[config.mk]
export PLATFORM = sky130hd
export DESIGN_NAME = permutation_cycle_decompose
export DESIGN_NICKNAME = d
export VERILOG_FILES = /design/src/rtl/pce_pkg.sv /design/src/rtl/permutation_cycle_decompose.sv /design/src/rtl/pce_ram.sv /design/src/rtl/pce_walker.sv
export SDC_FILE = /design/constraint.sdc
export NUM_CORES = 1
export LEC_CHECK = 0
export ABC_AREA = 1
export BUFFER_PORTS_ARGS = -buffer_cell sky130_fd_sc_hd__buf_4
export CORE_ASPECT_RATIO = 0.6
export CORE_MARGIN = 2
export CORE_UTILIZATION = 58
export DETAILED_ROUTE_END_ITERATION = 10
export PLACE_DENSITY = 0.74
export SYNTH_ARGS = -nofsm -noshare
export SYNTH_HDL_FRONTEND = slang
export SYNTH_SLANG_ARGS = --single-unit
[constraint.sdc]
create_clock -name clock -period 3.35 [get_ports clock]
set_input_delay 0.335 -clock clock [delete_from_list [all_inputs] [get_ports clock]]
set_output_delay 0.335 -clock clock [all_outputs]
set_load 0.005 [all_outputs]
[src/rtl/pce_pkg.sv]
// ----------------------------------------------------------------------------
// pce_pkg
// Shared types and constants for the permutation cycle decomposer.
// ----------------------------------------------------------------------------
package pce_pkg;

   localparam int PCE_MAX_ELEMENTS = 32;
   localparam int PCE_VALUE_W      = 5;

   typedef struct packed {
      logic [PCE_VALUE_W-1:0] image_value;
      logic                   load_last;
   } req_type;

   typedef struct packed {
      logic [PCE_VALUE_W-1:0] member_index;
      logic                   cycle_end;
      logic                   run_end;
      logic                   no_cycles;
      logic                   bad_input;
   } rsp_type;

   // loader -> walker
   typedef struct packed {
      logic last_accepted;
      logic bad;
   } run_ctrl_type;

   // walker -> loader
   typedef struct packed {
      logic load_open;
      logic clear_run;
   } walk_status_type;

endpackage

[src/rtl/permutation_cycle_decompose.sv]
// ----------------------------------------------------------------------------
// permutation_cycle_decompose
// Loads a permutation, validates it and emits its nontrivial cycles.
//
//   channel  dir  signals                       meaning
//   req      in   req_valid/req_ready/req_data  one image value per transaction
//   rsp      out  rsp_valid/rsp_ready/rsp_data  one cycle member per transaction
//
// Loading accepts one entry per cycle. After the last entry: a check step,
// then a scan read and compare per fixed point or cycle start, a read, emit
// and later skip in the scan per other cycle member, and a final step that
// registers the last result; a rejected run goes from the check to its result.
// req_ready is low from the last entry until the final result is registered.
// Synchronous active-high reset. An rsp stall holds the walk once the output
// register and one-deep hold are full; final and reject results wait on the register.
// ----------------------------------------------------------------------------
module permutation_cycle_decompose #(
   parameter int MAX_ELEMENTS = pce_pkg::PCE_MAX_ELEMENTS
) (
   input  logic             clock,
   input  logic             reset,
   input  logic             req_valid,
   output logic             req_ready,
   input  pce_pkg::req_type req_data,
   output logic             rsp_valid,
   input  logic             rsp_ready,
   output pce_pkg::rsp_type rsp_data
);
   import pce_pkg::*;

   localparam int IW   = $clog2(MAX_ELEMENTS);
   localparam int CW   = $clog2(MAX_ELEMENTS + 1);
   localparam int CMPW = (CW > PCE_VALUE_W) ? CW : PCE_VALUE_W;
   localparam logic [CW-1:0]   MAX_CNT = CW'(MAX_ELEMENTS);
   localparam logic [CMPW-1:0] MAX_CMP = CMPW'(MAX_ELEMENTS);
   localparam int SEEN_D = 1 << PCE_VALUE_W;

   logic [CW-1:0]          count_ff, count_in;
   logic [SEEN_D-1:0]      seen_ff, seen_in;
   logic [PCE_VALUE_W-1:0] max_ff, max_in;
   logic                   bad_ff, bad_in;

   logic                   accept;
   logic                   full;
   logic                   wr_en;
   logic                   rd_en;
   logic [IW-1:0]          rd_addr;
   logic [PCE_VALUE_W-1:0] rd_data;
   run_ctrl_type           ctrl;
   walk_status_type        status;

   assign accept    = req_valid && req_ready;
   assign full      = count_ff >= MAX_CNT;
   assign wr_en     = accept && !full;
   assign req_ready = status.load_open;

   always_comb begin
      count_in = count_ff;
      seen_in  = seen_ff;
      max_in   = max_ff;
      bad_in   = bad_ff;
      if (status.clear_run) begin
         count_in = '0;
         seen_in  = '0;
         max_in   = '0;
         bad_in   = 1'b0;
      end else if (accept) begin
         if (full) begin
            bad_in = 1'b1;
         end else begin
            if ((CMPW'(req_data.image_value) >= MAX_CMP) || seen_ff[req_data.image_value]) begin
               bad_in = 1'b1;
            end
            seen_in[req_data.image_value] = 1'b1;
            count_in = CW'(count_ff + 1'b1);
            if (req_data.image_value > max_ff) begin
               max_in = req_data.image_value;
            end
         end
      end
   end

   always_ff @(posedge clock) begin
      if (reset) begin
         count_ff <= '0;
         seen_ff  <= '0;
         max_ff   <= '0;
         bad_ff   <= 1'b0;
      end else begin
         count_ff <= count_in;
         seen_ff  <= seen_in;
         max_ff   <= max_in;
         bad_ff   <= bad_in;
      end
   end

   assign ctrl.last_accepted = accept && req_data.load_last;
   assign ctrl.bad           = bad_ff || (CMPW'(max_ff) >= CMPW'(count_ff));

   pce_ram #(
      .WIDTH (PCE_VALUE_W),
      .DEPTH (MAX_ELEMENTS)
   ) u_image_ram (
      .clock   (clock),
      .wr_en   (wr_en),
      .wr_addr (count_ff[IW-1:0]),
      .wr_data (req_data.image_value),
      .rd_en   (rd_en),
      .rd_addr (rd_addr),
      .rd_data (rd_data)
   );

   pce_walker #(
      .MAX_ELEMENTS (MAX_ELEMENTS)
   ) u_walker (
      .clock     (clock),
      .reset     (reset),
      .ctrl      (ctrl),
      .count     (count_ff),
      .rd_en     (rd_en),
      .rd_addr   (rd_addr),
      .rd_data   (rd_data),
      .status    (status),
      .rsp_valid (rsp_valid),
      .rsp_ready (rsp_ready),
      .rsp_data  (rsp_data)
   );

endmodule

[src/rtl/pce_ram.sv]
// ----------------------------------------------------------------------------
// pce_ram
// Generic single write port, single read port RAM with registered read.
// ----------------------------------------------------------------------------
module pce_ram #(
   parameter int WIDTH = 8,
   parameter int DEPTH = 32
) (
   input  logic                     clock,
   input  logic                     wr_en,
   input  logic [$clog2(DEPTH)-1:0] wr_addr,
   input  logic [WIDTH-1:0]         wr_data,
   input  logic                     rd_en,
   input  logic [$clog2(DEPTH)-1:0] rd_addr,
   output logic [WIDTH-1:0]         rd_data
);

   logic [WIDTH-1:0] mem_ff [DEPTH];
   logic [WIDTH-1:0] rd_data_ff;

   always_ff @(posedge clock) begin
      if (wr_en) begin
         mem_ff[wr_addr] <= wr_data;
      end
      if (rd_en) begin
         rd_data_ff <= mem_ff[rd_addr];
      end
   end

   assign rd_data = rd_data_ff;

endmodule

[src/rtl/pce_walker.sv]
// ----------------------------------------------------------------------------
// pce_walker
// Sequencer that scans the loaded permutation, chases each cycle through the
// image RAM and emits member indices through a one-deep hold and output reg.
// ----------------------------------------------------------------------------
module pce_walker #(
   parameter int MAX_ELEMENTS = 32
) (
   input  logic                              clock,
   input  logic                              reset,
   input  pce_pkg::run_ctrl_type             ctrl,
   input  logic [$clog2(MAX_ELEMENTS+1)-1:0] count,
   output logic                              rd_en,
   output logic [$clog2(MAX_ELEMENTS)-1:0]   rd_addr,
   input  logic [pce_pkg::PCE_VALUE_W-1:0]   rd_data,
   output pce_pkg::walk_status_type          status,
   output logic                              rsp_valid,
   input  logic                              rsp_ready,
   output pce_pkg::rsp_type                  rsp_data
);
   import pce_pkg::*;

   localparam int IW   = $clog2(MAX_ELEMENTS);
   localparam int CW   = $clog2(MAX_ELEMENTS + 1);
   localparam int CMPW = (CW > PCE_VALUE_W) ? CW : PCE_VALUE_W;

   typedef enum logic [6:0] {
      S_LOAD  = 7'b0000001,
      S_CHECK = 7'b0000010,
      S_BAD   = 7'b0000100,
      S_SCAN  = 7'b0001000,
      S_SWAIT = 7'b0010000,
      S_CHASE = 7'b0100000,
      S_CWAIT = 7'b1000000
   } state_type;

   // S_DONE is folded into S_SCAN when the scan index reaches the count.

   state_type             state_ff, state_in;
   logic [CW-1:0]         i_ff, i_in;
   logic [IW-1:0]         cur_ff, cur_in;
   logic [MAX_ELEMENTS-1:0] visited_ff, visited_in;
   logic                  pend_valid_ff, pend_valid_in;
   rsp_type               pend_ff, pend_in;
   logic                  rsp_valid_ff, rsp_valid_in;
   rsp_type               rsp_data_ff, rsp_data_in;

   logic                  out_free;
   logic                  can_emit;
   logic [CMPW-1:0]       i_ext, cur_ext, d_ext;

   assign out_free = !rsp_valid_ff || rsp_ready;
   assign can_emit = !pend_valid_ff || out_free;
   assign i_ext    = CMPW'(i_ff);
   assign cur_ext  = CMPW'(cur_ff);
   assign d_ext    = CMPW'(rd_data);

   always_comb begin
      state_in         = state_ff;
      i_in             = i_ff;
      cur_in           = cur_ff;
      visited_in       = visited_ff;
      pend_valid_in    = pend_valid_ff;
      pend_in          = pend_ff;
      rsp_valid_in     = rsp_valid_ff && !rsp_ready;
      rsp_data_in      = rsp_data_ff;
      rd_en            = 1'b0;
      rd_addr          = i_ff[IW-1:0];
      status.load_open = 1'b0;
      status.clear_run = 1'b0;
      unique case (state_ff)
         S_LOAD: begin
            status.load_open = 1'b1;
            if (ctrl.last_accepted) begin
               state_in = S_CHECK;
            end
         end
         S_CHECK: begin
            i_in     = '0;
            state_in = ctrl.bad ? S_BAD : S_SCAN;
         end
         S_BAD: begin
            if (out_free) begin
               rsp_valid_in     = 1'b1;
               rsp_data_in      = '{member_index: '0, cycle_end: 1'b0, run_end: 1'b1,
                                    no_cycles: 1'b0, bad_input: 1'b1};
               status.clear_run = 1'b1;
               visited_in       = '0;
               state_in         = S_LOAD;
            end
         end
         S_SCAN: begin
            if (i_ff == count) begin
               if (out_free) begin
                  rsp_valid_in = 1'b1;
                  if (pend_valid_ff) begin
                     rsp_data_in         = pend_ff;
                     rsp_data_in.run_end = 1'b1;
                  end else begin
                     rsp_data_in = '{member_index: '0, cycle_end: 1'b0, run_end: 1'b1,
                                     no_cycles: 1'b1, bad_input: 1'b0};
                  end
                  pend_valid_in    = 1'b0;
                  status.clear_run = 1'b1;
                  visited_in       = '0;
                  state_in         = S_LOAD;
               end
            end else if (visited_ff[i_ff[IW-1:0]]) begin
               i_in = CW'(i_ff + 1'b1);
            end else begin
               visited_in[i_ff[IW-1:0]] = 1'b1;
               rd_en    = 1'b1;
               rd_addr  = i_ff[IW-1:0];
               state_in = S_SWAIT;
            end
         end
         S_SWAIT: begin
            if (d_ext == i_ext) begin
               i_in     = CW'(i_ff + 1'b1);
               state_in = S_SCAN;
            end else if (can_emit) begin
               if (pend_valid_ff) begin
                  rsp_valid_in = 1'b1;
                  rsp_data_in  = pend_ff;
               end
               pend_valid_in = 1'b1;
               pend_in       = '{member_index: i_ext[PCE_VALUE_W-1:0], cycle_end: 1'b0,
                                 run_end: 1'b0, no_cycles: 1'b0, bad_input: 1'b0};
               cur_in        = d_ext[IW-1:0];
               state_in      = S_CHASE;
            end
         end
         S_CHASE: begin
            visited_in[cur_ff] = 1'b1;
            rd_en    = 1'b1;
            rd_addr  = cur_ff;
            state_in = S_CWAIT;
         end
         S_CWAIT: begin
            if (can_emit) begin
               if (pend_valid_ff) begin
                  rsp_valid_in = 1'b1;
                  rsp_data_in  = pend_ff;
               end
               pend_valid_in = 1'b1;
               pend_in       = '{member_index: cur_ext[PCE_VALUE_W-1:0],
                                 cycle_end: (d_ext == i_ext), run_end: 1'b0,
                                 no_cycles: 1'b0, bad_input: 1'b0};
               if (d_ext == i_ext) begin
                  i_in     = CW'(i_ff + 1'b1);
                  state_in = S_SCAN;
               end else begin
                  cur_in   = d_ext[IW-1:0];
                  state_in = S_CHASE;
               end
            end
         end
         default: begin
            state_in = S_LOAD;
         end
      endcase
   end

   always_ff @(posedge clock) begin
      if (reset) begin
         state_ff      <= S_LOAD;
         visited_ff    <= '0;
         pend_valid_ff <= 1'b0;
         rsp_valid_ff  <= 1'b0;
      end else begin
         state_ff      <= state_in;
         visited_ff    <= visited_in;
         pend_valid_ff <= pend_valid_in;
         rsp_valid_ff  <= rsp_valid_in;
      end
      i_ff        <= i_in;
      cur_ff      <= cur_in;
      pend_ff     <= pend_in;
      rsp_data_ff <= rsp_data_in;
   end

   assign rsp_valid = rsp_valid_ff;
   assign rsp_data  = rsp_data_ff;

endmodule

Word level (Yosys, flattened, before mapping)
Memory sizes are Yosys's and may differ from the RTL's. A register that Yosys moved wholly into a read port is not among the register bits.
Index checks and enable logic that the tools add are counted.
{"block": "op_classes", "add_sub_neg": 2, "multipliers": 0, "div": 0, "magnitude_cmp": 9, "eq_ne": 21, "n_shift": 0, "mux": 69, "bitwise": 4, "n_reduce_logical": 31}
{"op": "$mux 32", "count": 3}
{"op": "$or 32x32->32", "count": 3}
{"op": "$pmux 32 s3", "count": 1}
{"op": "$mux 9", "count": 10}
{"op": "$mux 7", "count": 7}
{"op": "$pmux 7 s7", "count": 1}
{"op": "$pmux 9 s4", "count": 1}
{"op": "$mux 6", "count": 5}
{"op": "$mux 5", "count": 5}
{"op": "$pmux 6 s4", "count": 1}
{"op": "$mux 1", "count": 23}
{"op": "$lt 5x6->1 const B", "count": 3}
{"op": "$pmux 9 s2", "count": 1}
{"op": "$reduce_and 4->1", "count": 4}
{"op": "$demux 1 s5", "count": 3}
{"op": "$ge 5x1->1 const B", "count": 3}
{"op": "$add 6x1->6 const B", "count": 2}
{"op": "$ne 2x1->1 const B", "count": 6}
{"op": "$bmux 1 s5", "count": 2}
{"op": "$pmux 5 s2", "count": 1}
{"op": "$reduce_and 5->1", "count": 2}
{"op": "$ne 2x2->1 const B", "count": 4}
{"op": "$reduce_bool 4->1", "count": 2}
{"op": "$eq 7x1->1 const B", "count": 1}
{"op": "26 further kinds", "count": 42}
{"block": "word_totals", "ff_bits": 114, "latchBits": 0, "ram_bits": 160, "rom_bits": 0, "in_bits": 10, "word_cells": 157, "mem_count": 1}
{"name": "u_image_ram.mem_ff", "words": 32, "width": 5, "read_ports": 1, "rd_ports_with_merged_regs": 1, "wr": 1, "line_no": "pce_ram.sv:18", "text": "logic [WIDTH-1:0] mem_ff [DEPTH];"}

Depth between registers and ports, before layout
{"block": "logic_depth", "word_depth": 8, "mapped_depth": 14, "depth_no_buf": 13}

Cells and area by module
From an unflattened synthesis, not the netlist that was laid out.
{"block": "hier_totals", "hier_cells": 1855, "hier_area_um2": 14627.8}
{"mod": "pce_ram", "n_inst": 1, "cells_each": 595, "area_each_um2": 6846.6}
{"mod": "pce_walker", "n_inst": 1, "cells_each": 960, "area_each_um2": 5590.4}
{"mod": "permutation_cycle_decompose", "n_inst": 1, "cells_each": 300, "area_each_um2": 2190.9}

Least setup slack after synthesis
OpenSTA, ideal clock, no wires.
{"block": "synth_path", "kind": "flip-flop to flip-flop", "start": "reg u_walker.i_ff[0], in the netlist u_walker.i_ext[0]", "end": "reg u_walker.rsp_data_ff, in the netlist u_walker.rsp_data[0] (enable)", "setup_ns": 0.399, "arrival_ns": 2.193, "required_time_ns": 2.951, "slack_ns": 0.758, "path_stages_with_launch": 11, "path_buffers": 2, "synth_period_minus_slack_ns": 2.592, "path_cell_list": "edfxtp_1 -> buf_4 -> inv_4 -> nand2_1 -> nand4_1 -> nor2_1 -> nand2_1 -> nand2_2 -> buf_2 -> nand3_1 -> nor4_1"}
{"block": "synth_via", "elab_chain_cells": 3, "elab_cells_between_ends": 5}
{"element": "start, declared", "line_no": "pce_walker.sv:40", "text": "logic [CW-1:0] i_ff, i_in;"}
{"element": "start signal, assigned", "line_no": "pce_walker.sv:176", "text": "i_ff <= i_in;"}
{"element": "$eq 5x6->1 or $eq 6x6->1 (tied branches)", "line_no": "pce_walker.sv:118, pce_walker.sv:93"}
{"element": "$ne 2x2->1 (no source line) or $ne 2x1->1 (tied branches)"}
{"element": "$reduce_and 5->1 (no source line) (*)"}
{"element": "end signal, assigned", "line_no": "pce_walker.sv:179", "text": "rsp_data_ff <= rsp_data_in;"}
{"element": "end, declared", "line_no": "pce_walker.sv:46", "text": "rsp_type rsp_data_ff, rsp_data_in;"}
Mark *: on every way between the ends. The rest lies on a longest branch, timed or not.
A chain may end at the register's enable or synchronous reset.

Final worst setup path
{"block": "layout_path", "start": "reg u_walker.cur_ff[0]", "end": "reg u_image_ram.rd_data_ff[0], in the netlist u_image_ram.rd_data[0] (read register of u_image_ram.mem_ff) (data pin)"}
{"block": "layout_via", "elab_chain_cells": 1}
{"element": "start, declared", "line_no": "pce_walker.sv:41", "text": "logic [IW-1:0] cur_ff, cur_in;"}
{"element": "start signal, assigned", "line_no": "pce_walker.sv:177", "text": "cur_ff <= cur_in;"}
{"element": "$mux 5"}
{"element": "end, declared", "line_no": "pce_ram.sv:19", "text": "logic [WIDTH-1:0] rd_data_ff;"}
Every way passes these cells.

==> results.md <==
* Status: finished, final reports clean
* Hold buffers post-CTS at 0
* Total track usage at 0.283
* Placed insts at around 1900
* WL/cell at 17.8 um
* Most used DFF post-synth: edfxtp_1
* CP Max Fanout at 33
* I/O pins at 21
* PortBufs at 20
* H-tree Lvls at 1
* Crit-path most repeated cell: nand2_1
* Seq/Total Area, Yosys at 0.544
* Clock tree buffer depth at 3
* Area Growth Syn to Fin at 8.42%
* Post-synth ARST share at 0
* Critical path required time at about 3.7 ns
* Setup violators final at 0
* Proportion of layout cells with a drive suffix above 1 at 0.0759
* Rel. slew slack at 0.308
* Final wirelength at approximately 35000 um
* Avg Cell Area, Syn at roughly 8.5 um^2
* # rows at 43
* Pre-antenna DRT Iters at 5
* Max stage delay on crit path at about 0.50 ns
* Yosys reg bits at 276
* CTS Root Cell: clkbuf_16
* Initial Util at 0.591
* Clock transition at path regs at 0.07 ns
* RSZ-0062 raised after global routing: no
* Vias in the first global route at approximately 9800
* Netlist cell types at between 40 and 50
* Adder-cell share of the synthesized area at 0.0165
* Post-Syn Nets at ~1600
* Crit Path Class: flop to flop
* Number of synthesized flops with an enable pin at about 190
* Skew final at between 0.02 and 0.025 ns
* Worst hold slack at roughly 0.035 ns
* DP HPWL at approximately 23000 um
* Total gr overflow at 0
* Post-Synth Simple-Gate Area at 0.248
* Diode count at 0
* First-pass GRT wire length at between 50000 and 60000 um
* Vias/cell at ~5.7
* Slew Viols, Final at 0
* CP max stage cell: nand2_2
* Worst Tran Pin Value at between 1 and 1.5 ns
* Final hold vios at 0
* Non-filler cells in the finished layout at 1936
* GP Congestion at ~0.98
* PwrDens at 500 nW/um^2
* Minimum clock period at around 2.6 ns
* Most frequent cells in the layout: nand2_1, nand3_1, inv_1
* Syn Inst Count at ~1600
* CTS tree: done
* Mux share of post-synthesis cell area at 0
* Die W at between 200 and 250 um
* Post-CTS sizing at 0
* Commonest non-fill, non-tap cell in the layout: nand2_1
* Worst path cell trace: inv_1, nand3_2, nand2_2, buf_12, nand2_1, nand3_1, nand3_1, nand3_1, nand2_1, nand2_1, nand2_1
* Layout Utilization at 0.641
* DRT iter0 DRCs at between 1000 and 1500
* DIE HEIGHT at roughly 120 um
* Critical path endpoint category: flop
* Fmax achieved at 379 MHz
* DRC Markers at 0
* Final nets at 1629
* Num CTS Buffers at 26
* Max_cap viols at 0
* Fin crit share at 0.787
* Yosys Warn Count at 0
* Vias post-DR at between 10000 and 15000
* Post-Synth XOR/XNOR Area at 0.00256
* Worst hold path type: primary input to flop
* Peak VDD IR at ~450 uV
* Die ar. at between 20000 and 25000 um^2
* Lkg Pwr at approximately 6.0 nW
* Compound-Gate Fraction of Synth Area at 0.0805
* Kind of cell adding the most delay to the critical path: simple AND/OR/NAND/NOR gates
* Crit path buf inv count at 2
* Antenna violations before repair at 0
* Core Area at between 20000 and 25000 um^2
* Post-Syn Area at 13700 um^2
* Setup crit start kind: flop
* WP data arrival at a little under 3 ns
* Clk sink count at between 200 and 300
* Remaining antenna violation count at 0
* Largest family of logic cells by synthesized area: simple AND/OR/NAND/NOR gates
* Setup_tns at 0 ns
* Clock Latency Late Sink at approximately 0.56 ns
* Largest net degree at the start of global routing at between 40 and 50
* Postcts setup bufs at 0
* # fillers at around 2000
## worst paths after layout
kind / start / endpoint / slack [ns] / depth (start not counted)
max: u_walker.cur_ff[0] / u_image_ram.rd_data[0] / 0.71 / 11
min: req_data[0] / u_walker.state_ff[1] / 0.04 / 3
max reg2reg: u_walker.cur_ff[0] / u_image_ram.rd_data[0] / 0.71 / 11
min reg2reg: seen_ff[1] / seen_ff[1] / 0.45 / 2
## layout make-up
type	count	area (um^2)	area share
sequential	276	7440	0.501
inverter	275	1030	0.0698
multi-input combinational	974	4760	0.321
timing repair buffer	48	385	0.0260
tap	315	394	0.0266
clock buffer	34	701	0.0472
clock inverter	14	116	0.00784
## report_power, final
group          internal (mW)  switching (mW)
Combinational          0.223           0.568
Clock                   1.56            1.31
Sequential              3.71          0.0478
## logic make-up (layout without fill, tap and decap cells)
group | after synthesis | count (layout)
flip-flops | 276 | 276
buffers and inverters | 354 | 371
AND/OR/NAND/NOR | 766 | 766
AO/OA/AOI/OAI | 186 | 186
XOR/XNOR | 4 | 4
adder cells (fa/ha/maj) | 18 | 18
## Yosys cell counts, types with 18 or more instances
| cell | n | area share |
|---|---|---|
| nand2_1 | 340 | 0.093 |
| nand3_1 | 270 | 0.099 |
| inv_1 | 265 | 0.073 |
| edfxtp_1 | 191 | 0.42 |
| nor2_1 | 101 | 0.028 |
| a21oi_1 | 86 | 0.031 |
| dfxtp_1 | 85 | 0.12 |
| buf_2 | 36 | 0.013 |
| o21ai_0 | 32 | 0.012 |
| o22ai_1 | 23 | 0.011 |
| nor3_1 | 22 | 0.0080 |
| ha_1 | 18 | 0.016 |
## routing by layer
layer / GRT usage / wire, um / part of all wire / vias up
met5: 0 / 0 / 0 / -
met4: 0.0552 / 547 / 0.016 / 0
met3: 0.0569 / 3960 / 0.11 / 45
met2: 0.386 / 13500 / 0.39 / 526
met1: 0.460 / 16500 / 0.48 / 5146
li1: - / - / - / 5274
## flip-flops by register name, summed over array words and instances, names as in the netlist
signal                  cells
u_image_ram.mem_ff        160
u_image_ram.rd_data         5
u_walker.i_ext              6
u_walker.pend_ff            6
u_walker.state_ff           7
u_walker.rsp_data           9
u_walker.rsp_valid          1
count_ff                    6
bad_ff                      1
seen_ff                    32
max_ff                      5
u_walker.cur_ff             5
u_walker.pend_valid_ff      1
u_walker.visited_ff        32
## stage by stage
stage / setup slack [ns] / power, mW / area, um^2
after global routing: 0.611 / 7.65 / 14800
after global placement: 0.853 / 4.58 / 14000
final: 0.715 / 7.41 / 14800
after detailed placement: 0.845 / 4.60 / 14000
after floorplan: 0.758 / 4.35 / 13700
after CTS: 0.805 / 7.43 / 14800
## worst register-to-register path: stages, from the launching register on
cell	delay [ns]
edfxtp_1	0.48
inv_1	0.30
nand3_2	0.14
nand2_2	0.50
buf_12	0.29
nand2_1	0.13
nand3_1	0.11
nand3_1	0.12
nand3_1	0.13
nand2_1	0.08
nand2_1	0.07
nand2_1	0.06
Note: power is estimated with default switching activity, not from simulation.
